==> src/rlt_pkg.sv <==
// ----------------------------------------------------------------------------
// Recursive lock table package
// Shared field widths, operation and status codes, and word structs.
// ----------------------------------------------------------------------------
package rlt_pkg;

	localparam int LOCK_COUNT_DEF      = 16;
	localparam int COUNT_WIDTH_DEF     = 16;
	localparam int THREAD_ID_WIDTH_DEF = 32;

	localparam int MODE_W   = 2;
	localparam int INDEX_W  = 4;
	localparam int TID_W    = 32;
	localparam int STATUS_W = 2;
	localparam int DEPTH_W  = 16;

	typedef enum logic [MODE_W-1:0] {
		MODE_ALLOC   = 2'd0,
		MODE_FREE    = 2'd1,
		MODE_ACQUIRE = 2'd2,
		MODE_RELEASE = 2'd3
	} mode_t;

	typedef enum logic [STATUS_W-1:0] {
		ST_OK        = 2'd0,
		ST_BUSY      = 2'd1,
		ST_EXHAUSTED = 2'd2,
		ST_ERROR     = 2'd3
	} status_t;

	typedef struct packed {
		mode_t              mode;
		logic [INDEX_W-1:0] lock_index;
		logic [TID_W-1:0]   thread_id;
	} req_t;

	typedef struct packed {
		status_t            status;
		logic [INDEX_W-1:0] granted_index;
		logic [DEPTH_W-1:0] depth_after;
	} rsp_t;

endpackage

==> src/rlt_req_if.sv <==
// ----------------------------------------------------------------------------
// Lock request channel
// Valid/ready channel carrying one lock operation per word.
// ----------------------------------------------------------------------------
interface rlt_req_if;
	logic                       valid;
	logic                       ready;
	logic [rlt_pkg::MODE_W-1:0]  mode;
	logic [rlt_pkg::INDEX_W-1:0] lock_index;
	logic [rlt_pkg::TID_W-1:0]   thread_id;

	modport source (output valid, output mode, output lock_index, output thread_id,
		input ready);
	modport sink (input valid, input mode, input lock_index, input thread_id,
		output ready);
endinterface

==> src/rlt_rsp_if.sv <==
// ----------------------------------------------------------------------------
// Lock response channel
// Valid/ready channel carrying one operation result per word.
// ----------------------------------------------------------------------------
interface rlt_rsp_if;
	logic                        valid;
	logic                        ready;
	logic [rlt_pkg::STATUS_W-1:0] status;
	logic [rlt_pkg::INDEX_W-1:0]  granted_index;
	logic [rlt_pkg::DEPTH_W-1:0]  depth_after;

	modport source (output valid, output status, output granted_index,
		output depth_after, input ready);
	modport sink (input valid, input status, input granted_index,
		input depth_after, output ready);
endinterface

==> src/rlt_first_free.sv <==
// ----------------------------------------------------------------------------
// Lowest free entry finder
// Priority encoder over the used marks of the lock pool.
// ----------------------------------------------------------------------------
module rlt_first_free #(
	parameter int LOCK_COUNT = rlt_pkg::LOCK_COUNT_DEF,
	parameter int IDX_W      = (LOCK_COUNT > 1) ? $clog2(LOCK_COUNT) : 1
) (
	input  logic [LOCK_COUNT-1:0] used,
	output logic                  found,
	output logic [IDX_W-1:0]      index
);

	always_comb begin
		found = 1'b0;
		index = '0;
		// Scan downward so the lowest free entry is the one left standing.
		for (int i = LOCK_COUNT - 1; i >= 0; i--) begin
			if (!used[i]) begin
				found = 1'b1;
				index = IDX_W'(i);
			end
		end
	end

endmodule

==> src/rlt_engine.sv <==
// ----------------------------------------------------------------------------
// Lock table engine
// Holds the pool state and resolves one operation per cycle, committing it when commit is set.
// ----------------------------------------------------------------------------
module rlt_engine #(
	parameter int LOCK_COUNT      = rlt_pkg::LOCK_COUNT_DEF,
	parameter int COUNT_WIDTH     = rlt_pkg::COUNT_WIDTH_DEF,
	parameter int THREAD_ID_WIDTH = rlt_pkg::THREAD_ID_WIDTH_DEF
) (
	input  logic          clk,
	input  logic          arst_n,
	input  rlt_pkg::req_t req,
	input  logic          commit,
	output rlt_pkg::rsp_t rsp
);
	import rlt_pkg::*;

	localparam int IDX_W = (LOCK_COUNT > 1) ? $clog2(LOCK_COUNT) : 1;
	localparam logic [8:0] LOCK_LIMIT = 9'(LOCK_COUNT);

	logic [LOCK_COUNT-1:0]      used_q;
	logic [THREAD_ID_WIDTH-1:0] owner_q [LOCK_COUNT];
	logic [COUNT_WIDTH-1:0]     count_q [LOCK_COUNT];

	logic                       free_found;
	logic [IDX_W-1:0]           free_idx;
	logic                       idx_ok;
	logic [IDX_W-1:0]           e;
	logic [THREAD_ID_WIDTH-1:0] tid;
	logic [THREAD_ID_WIDTH-1:0] cur_owner;
	logic [COUNT_WIDTH-1:0]     cur_count;
	logic [COUNT_WIDTH-1:0]     count_inc;
	logic [COUNT_WIDTH-1:0]     count_dec;
	logic                       tid_zero;
	logic                       acq_ok;
	logic                       rel_ok;

	rlt_first_free #(
		.LOCK_COUNT(LOCK_COUNT),
		.IDX_W     (IDX_W)
	) u_first_free (
		.used (used_q),
		.found(free_found),
		.index(free_idx)
	);

	always_comb begin
		idx_ok    = {5'b0, req.lock_index} < LOCK_LIMIT;
		e         = IDX_W'(req.lock_index);
		tid       = THREAD_ID_WIDTH'(req.thread_id);
		tid_zero  = (tid == '0);
		// An out-of-range index reads as an empty entry.
		cur_owner = idx_ok ? owner_q[e] : '0;
		cur_count = idx_ok ? count_q[e] : '0;
		count_inc = cur_count + COUNT_WIDTH'(1);
		count_dec = cur_count - COUNT_WIDTH'(1);
		acq_ok    = idx_ok && !tid_zero && (cur_owner == tid || cur_owner == '0)
			&& !(&cur_count);
		rel_ok    = idx_ok && !tid_zero && cur_owner == tid && cur_count != '0;

		rsp.status        = ST_OK;
		rsp.granted_index = req.lock_index;
		rsp.depth_after   = DEPTH_W'(cur_count);
		unique case (req.mode)
			MODE_ALLOC: begin
				rsp.depth_after = '0;
				if (free_found) begin
					rsp.granted_index = INDEX_W'(free_idx);
				end else begin
					rsp.status        = ST_EXHAUSTED;
					rsp.granted_index = '0;
				end
			end
			MODE_FREE: begin
				if (!idx_ok) rsp.status = ST_ERROR;
			end
			MODE_ACQUIRE: begin
				if (!idx_ok || tid_zero) begin
					rsp.status = ST_ERROR;
				end else if (cur_owner != tid && cur_owner != '0) begin
					rsp.status = ST_BUSY;
				end else if (&cur_count) begin
					rsp.status = ST_ERROR;
				end else begin
					rsp.depth_after = DEPTH_W'(count_inc);
				end
			end
			MODE_RELEASE: begin
				if (rel_ok) rsp.depth_after = DEPTH_W'(count_dec);
				else rsp.status = ST_ERROR;
			end
			default: rsp.status = ST_ERROR;
		endcase
	end

	always_ff @(posedge clk or negedge arst_n) begin
		if (!arst_n) begin
			used_q <= '0;
			for (int i = 0; i < LOCK_COUNT; i++) begin
				owner_q[i] <= '0;
				count_q[i] <= '0;
			end
		end else if (commit) begin
			unique case (req.mode)
				MODE_ALLOC: begin
					if (free_found) begin
						used_q[free_idx]  <= 1'b1;
						owner_q[free_idx] <= '0;
						count_q[free_idx] <= '0;
					end
				end
				MODE_FREE: begin
					if (idx_ok) used_q[e] <= 1'b0;
				end
				MODE_ACQUIRE: begin
					if (acq_ok) begin
						owner_q[e] <= tid;
						count_q[e] <= count_inc;
					end
				end
				MODE_RELEASE: begin
					if (rel_ok) begin
						count_q[e] <= count_dec;
						if (count_dec == '0) owner_q[e] <= '0;
					end
				end
				default: ;
			endcase
		end
	end

	// A lock is held exactly when its nesting count is nonzero.
	a_owner_matches_count: assert property (@(posedge clk) disable iff (!arst_n)
		commit |-> ((cur_count != '0) == (cur_owner != '0)))
		else $error("owner and count disagree");

	// Exhaustion is reported only when every entry is in use.
	a_exhausted_full: assert property (@(posedge clk) disable iff (!arst_n)
		(req.mode == MODE_ALLOC && rsp.status == ST_EXHAUSTED) |-> (&used_q))
		else $error("exhausted with a free entry");

	// A granted acquire leaves the caller as owner.
	a_acquire_owns: assert property (@(posedge clk) disable iff (!arst_n)
		(commit && req.mode == MODE_ACQUIRE && rsp.status == ST_OK)
		|=> owner_q[$past(e)] == $past(tid))
		else $error("acquire did not take ownership");

	// A granted allocate marks its entry used.
	a_alloc_marks: assert property (@(posedge clk) disable iff (!arst_n)
		(commit && req.mode == MODE_ALLOC && free_found) |=> used_q[$past(free_idx)])
		else $error("allocate did not mark the entry");

endmodule

==> src/recursive_lock_table.sv <==
// ----------------------------------------------------------------------------
// Recursive lock table
// Pool of recursive locks with allocate, free, try-acquire and release.
// ----------------------------------------------------------------------------
//
//   Channel  Role   Word fields
//   -------  -----  ------------------------------------------------
//   req      sink   mode, lock_index, thread_id
//   rsp      source status, granted_index, depth_after
//
// One request word is taken per cycle while the response is not stalled; each
// produces exactly one response word, which passes from the input register
// into the result register and waits there until it is taken.
// The read-modify-write of the addressed entry and the lowest-free search
// happen in the single logic stage between the input and result registers.
// A stalled response holds the result register; the input register still
// drains into it at the same edge at which the response is taken.
// arst_n clears all valid flags and the whole pool: every entry is unused,
// unowned and at count zero.
//
module recursive_lock_table #(
	parameter int LOCK_COUNT      = rlt_pkg::LOCK_COUNT_DEF,
	parameter int COUNT_WIDTH     = rlt_pkg::COUNT_WIDTH_DEF,
	parameter int THREAD_ID_WIDTH = rlt_pkg::THREAD_ID_WIDTH_DEF
) (
	input  logic      clk,
	input  logic      arst_n,
	rlt_req_if.sink   req,
	rlt_rsp_if.source rsp
);
	import rlt_pkg::*;

	// Input register: the accepted request word.
	logic valid_s1;
	req_t req_s1;

	// Result register: the response word waiting to be taken.
	logic valid_s2;
	rsp_t rsp_s2;

	rsp_t next_rsp;
	logic advance;

	// The request in stage one moves on when the result register is empty
	// or is being emptied this cycle; the pool state commits at that edge,
	// so the following request already sees the update.
	assign advance   = valid_s1 && (!valid_s2 || rsp.ready);
	assign req.ready = !valid_s1 || advance;

	always_ff @(posedge clk or negedge arst_n) begin
		if (!arst_n) begin
			valid_s1 <= 1'b0;
		end else if (req.ready) begin
			valid_s1 <= req.valid;
		end
	end

	always_ff @(posedge clk) begin
		if (req.valid && req.ready) begin
			req_s1.mode       <= mode_t'(req.mode);
			req_s1.lock_index <= req.lock_index;
			req_s1.thread_id  <= req.thread_id;
		end
	end

	rlt_engine #(
		.LOCK_COUNT     (LOCK_COUNT),
		.COUNT_WIDTH    (COUNT_WIDTH),
		.THREAD_ID_WIDTH(THREAD_ID_WIDTH)
	) u_engine (
		.clk   (clk),
		.arst_n(arst_n),
		.req   (req_s1),
		.commit(advance),
		.rsp   (next_rsp)
	);

	always_ff @(posedge clk or negedge arst_n) begin
		if (!arst_n) begin
			valid_s2 <= 1'b0;
		end else if (advance) begin
			valid_s2 <= 1'b1;
		end else if (rsp.ready) begin
			valid_s2 <= 1'b0;
		end
	end

	always_ff @(posedge clk) begin
		if (advance) rsp_s2 <= next_rsp;
	end

	assign rsp.valid         = valid_s2;
	assign rsp.status        = rsp_s2.status;
	assign rsp.granted_index = rsp_s2.granted_index;
	assign rsp.depth_after   = rsp_s2.depth_after;

endmodule

==> src/flat_wrapper.sv <==
// flat-port wrapper written by rule: the top's interface ports become plain ports
module recursive_lock_table_flat import rlt_pkg::*;
#(
	parameter int LOCK_COUNT      = rlt_pkg::LOCK_COUNT_DEF,
	parameter int COUNT_WIDTH     = rlt_pkg::COUNT_WIDTH_DEF,
	parameter int THREAD_ID_WIDTH = rlt_pkg::THREAD_ID_WIDTH_DEF
)
  (clk, arst_n, req_valid, req_mode, req_lock_index, req_thread_id, req_ready, rsp_valid, rsp_status, rsp_granted_index, rsp_depth_after, rsp_ready);
  rlt_req_if req_i ();
  rlt_rsp_if rsp_i ();
  input  logic clk;
  input  logic arst_n;
  input wire logic [$bits(req_i.valid)-1:0] req_valid;
  input wire logic [$bits(req_i.mode)-1:0] req_mode;
  input wire logic [$bits(req_i.lock_index)-1:0] req_lock_index;
  input wire logic [$bits(req_i.thread_id)-1:0] req_thread_id;
  output wire logic [$bits(req_i.ready)-1:0] req_ready;
  output wire logic [$bits(rsp_i.valid)-1:0] rsp_valid;
  output wire logic [$bits(rsp_i.status)-1:0] rsp_status;
  output wire logic [$bits(rsp_i.granted_index)-1:0] rsp_granted_index;
  output wire logic [$bits(rsp_i.depth_after)-1:0] rsp_depth_after;
  input wire logic [$bits(rsp_i.ready)-1:0] rsp_ready;
  assign req_i.valid = req_valid;
  assign req_i.mode = req_mode;
  assign req_i.lock_index = req_lock_index;
  assign req_i.thread_id = req_thread_id;
  assign req_ready = req_i.ready;
  assign rsp_valid = rsp_i.valid;
  assign rsp_status = rsp_i.status;
  assign rsp_granted_index = rsp_i.granted_index;
  assign rsp_depth_after = rsp_i.depth_after;
  assign rsp_i.ready = rsp_ready;
  recursive_lock_table #(.LOCK_COUNT(LOCK_COUNT), .COUNT_WIDTH(COUNT_WIDTH), .THREAD_ID_WIDTH(THREAD_ID_WIDTH)) u_core (.clk(clk), .arst_n(arst_n), .req(req_i), .rsp(rsp_i));
endmodule
==> config.mk <==
export PLATFORM = sky130hd
export DESIGN_NAME = recursive_lock_table_flat
export DESIGN_NICKNAME = d
export VERILOG_FILES = /design/src/rlt_pkg.sv /design/src/rlt_req_if.sv /design/src/rlt_rsp_if.sv /design/src/rlt_first_free.sv /design/src/rlt_engine.sv /design/src/recursive_lock_table.sv /design/src/flat_wrapper.sv
export SDC_FILE = /design/constraint.sdc
export NUM_CORES = 2
export LEC_CHECK = 0
export BUFFER_PORTS_ARGS = -buffer_cell sky130_fd_sc_hd__buf_4
export CORE_ASPECT_RATIO = 1.4
export CORE_MARGIN = 10
export CORE_UTILIZATION = 52
export DETAILED_ROUTE_END_ITERATION = 10
export PLACE_DENSITY = 0.73
export SYNTH_ARGS = -nofsm -noshare
export SYNTH_HDL_FRONTEND = slang
export SYNTH_SLANG_ARGS = --single-unit
==> constraint.sdc <==
create_clock -name clk -period 5.03 [get_ports clk]
set_input_delay 0.2515 -clock clk [delete_from_list [all_inputs] [get_ports clk]]
set_output_delay 0.2515 -clock clk [all_outputs]
set_load 0.02 [all_outputs]
==> metrics.md <==
| Metric | Value |
|---|---|
| Static Leak | `20.2 nW` |
| Final Max Tran Viols | `0` |
| Fin area | `0.0469 mm^2` |
| Ys flop type | `dfrtp_1` |
| Syn_nets | `3239` |
| HP Class | `input port to asynchronous set/reset pin` |
| Register area share after synthesis | `0.536` |
| Port Buffers | `65` |
| First-pass GRT wire length | `219000 um` |
| Clock slew seen by the registers of the worst setup and hold paths | `0.07 ns` |
| Fmax | `200 MHz` |
| Internal | `11.7 mW` |
| Sequential share of power | `0.464` |
| Max_cap viols | `0` |
| RSZ-0062 raised after global routing | `yes` |
| Die height | `348 um` |
| Initial antenna violation count | `0` |
| Drt wl/cell | `33.7 um` |
| Final Wtd Congestion | `1.02` |
| Synth unique cells | `75` |
| Asr flop ratio synth | `0.929` |
| R2R Setup Slk | `0.02 ns` |
| Fin Clk Skew | `0.0350 ns` |
| Max FO, Critical Path | `27` |
| Fin crit share | `0.995` |
| DRT Wirelength | `148000 um` |
| CTS tree | `yes` |
| Avg Cell Area, Syn | `12.5 um^2` |
| # diodes | `0` |
| Crit. Startpoint | `u_core.req_s1[32]` |
| Required @ worst endpoint | `5.43 ns` |
| CP endpoint | `u_core.rsp.depth_after[5]` |
| CTS Root Cell | `clkbuf_16` |
| Post-DP HPWL | `94900 um` |
| Number of enable flip-flop cells after synthesis | `60` |
| Minimum clock period | `5.01 ns` |
| Combinational power share | `0.120` |
| Final setup vio count | `0` |
| Layout cell share with drive strength beyond 1 | `0.215` |
| Final Hold Fails | `0` |
| Peak VDD IR | `0.000319 V` |
| GRT Util Overall | `0.331` |
| Slew margin rel. | `0.231` |
| Sw Ratio | `0.263` |
| Worst reg-to-reg path cell count | `16` |
| Status | `finished, final reports clean` |
| Crit end category | `flip-flop` |
| WP data arrival | `5.40 ns` |
| Most frequent cells in the layout | `dfrtp_1 (786), o2bb2ai_1 (533), buf_4 (258)` |
| M2 GR Usage | `0.516` |
| # H-tree levels | `3` |
| TritonCTS buffer count | `82` |
| GRT met1 Usage | `0.385` |
| Place WS | `-0.0559 ns` |
| Clk sinks | `846` |
| Initial Util | `0.524` |
| Kind of critical path | `flip-flop to flip-flop` |
| CTS max path bufs | `3` |
| Placed cell area | `0.0435 mm^2` |
| Initial DRC count | `4207` |
| FF-to-FF End | `u_core.rsp.depth_after[5]` |
| Clock power frac | `0.416` |
| Global route overflow | `0` |
| Synth Cell Area | `0.0401 mm^2` |
| Core Area | `0.0764 mm^2` |
| 1st-pass router iterations | `8` |
| Slew @ Worst Pin | `1.15 ns` |
| Setup tns final | `0 ns` |
| Die Area | `0.0887 mm^2` |
| Nets | `3395` |
| DRC errors left | `0` |
| Final ANT Viol Nets | `0` |
| Area growth, synth to finish | `17.1%` |
| Met3 GRT Util | `0.0691` |
| R2r startpoint | `u_core.req_s1[32]` |
| Cell Pwr Density | `338 mW/mm^2` |
| Net Switching | `4.17 mW` |
| Most common cell after layout, fill and taps aside | `dfrtp_1` |
| Fin worst setup slack | `0.0248 ns` |
| Yosys warnings | `0` |
| Post-synthesis instance total | `3194` |
| Boundary pin count | `66` |
| Crit path launch type | `flip-flop` |
| Min Hold Slack | `0.271 ns` |
| Num rows | `120` |
| #FFs+latches synth | `846` |
| Largest net degree at the start of global routing | `152` |
| Routed vias | `32.3k` |
| Die width | `255 um` |
| Clk Latency, worst-skew pair | `0.66 ns` |
| Gr busiest metal | `met2` |
| Vias in the first global route | `33.0k` |
| Via density | `7.35` |
state kept, by name, indices dropped and copies added (netlist names):
name / cells
u_core.u_engine.owner_q: 512
u_core.rsp.valid: 1
u_core.u_engine.used_q: 16
u_core.req_s1: 38
u_core.valid_s1: 1
u_core.rsp.depth_after: 16
u_core.u_engine.count_q: 256
u_core.rsp.granted_index: 4
u_core.rsp.status: 2
area by class of cell:
cell class,instances,area (um^2)
clock buffers,115,2380
clock inverters,35,457
fillers,5779,29500
inverters,38,143
multi-input cells,1998,17200
flip-flops and latches,846,21500
well taps,976,1220
repair buffers,384,4010
cell families (layout without fill, tap and decap cells):
kind of cell | Yosys count | after routing | share of synthesized area
AO/OA/AOI/OAI | 1129 | 1130 | 0.230
flip-flops | 846 | 846 | 0.536
AND/OR/NAND/NOR | 493 | 493 | 0.0599
buffers and inverters | 351 | 572 | 0.0403
multiplexers | 307 | 307 | 0.118
XOR/XNOR | 65 | 65 | 0.0142
adder cells (fa/ha/maj) | 3 | 3 | 0.000937
worst max-delay path, cell delays in order (launching register included):
cell and delay (ns):
edfxtp_1 0.44, buf_12 0.24, buf_12 0.21, buf_12 0.20
mux4_2 0.53, mux2i_2 0.30, buf_4 0.19, xnor2_1 0.14
a2111oi_2 0.09, and4_1 0.22, o22ai_1 0.30, nor4b_4 0.11
buf_6 0.19, o21ai_4 0.80, buf_4 0.31, o221ai_1 0.12
mux2_2 0.28
worst min-delay path by stage:
stage                     slack (ns)                           to  cells past startpoint               from
after floorplan                -0.04             u_core.rsp.valid                      0             arst_n
after global placement          0.35  u_core.u_engine.owner_q[81]                      1             arst_n
after detailed placement        0.37  u_core.u_engine.owner_q[81]                      1             arst_n
after CTS                       0.27  u_core.u_engine.owner_q[81]                      2             arst_n
after global routing            0.33            u_core.req_s1[13]                      2  req_thread_id[13]
final                           0.27  u_core.u_engine.owner_q[81]                      2             arst_n
power groups by stage:
stage / Sequential [mW] / Combinational [mW] / Clock (mW)
4_1_cts: 7.33 / 1.86 / 6.63
3_3_place_gp: 7.44 / 1.79 / 0
6_report: 7.34 / 1.90 / 6.59
3_5_place_dp: 7.45 / 1.82 / 0
2_1_floorplan: 7.38 / 1.04 / 0
5_1_grt: 7.35 / 2.01 / 6.89
metal layers:
layer	vias up	wire length, um
met5	-	0
met4	0	14700
met3	728	14400
met2	2407	68600
met1	16300	50400
li1	12800	-
cells in the mapped netlist, types with 12 or more instances:
cell / count / area share
nand4_1: 30 / 0.0047
a21oi_1: 34 / 0.0042
a22o_1: 228 / 0.050
nor2_1: 74 / 0.0069
clkbuf_1: 127 / 0.012
a22oi_1: 58 / 0.011
nand2b_1: 19 / 0.0030
xor2_1: 22 / 0.0048
buf_4: 23 / 0.0043
inv_1: 38 / 0.0036
o21ai_0: 103 / 0.013
nor3_1: 22 / 0.0027
buf_2: 149 / 0.019
o2bb2ai_1: 533 / 0.12
nand2_1: 204 / 0.019
nor4_1: 24 / 0.0037
mux2_2: 53 / 0.015
dfrtp_1: 786 / 0.49
o31ai_1: 19 / 0.0036
a211oi_2: 13 / 0.0041
xnor2_1: 43 / 0.0094
a2111oi_0: 15 / 0.0033
mux4_2: 128 / 0.072
nand3_1: 41 / 0.0051
mux2i_1: 126 / 0.031
o22ai_1: 32 / 0.0050
edfxtp_1: 60 / 0.045
and4_1: 12 / 0.0026
metrics by stage:
| stage | cells | total power [mW] | utilization |
|---|---|---|---|
| after floorplan | 3194 | 8.42 | - |
| after global placement | 4196 | 9.23 | 0.570 |
| after detailed placement | 4196 | 9.27 | 0.570 |
| after CTS | 4388 | 15.8 | 0.612 |
| after global routing | 4392 | 16.3 | 0.613 |
| final | 4392 | 15.8 | 0.613 |
what timing repair did:
action	in CTS	in global routing
endpoints found under the hold margin	135	0
hold buffers	42	0
pin swaps	1	3
setup buffers	0	2
endpoints found under the setup margin	259	776
resized for setup	1	12
gates cloned	0	2
Note: power is estimated with default switching activity, not from simulation.
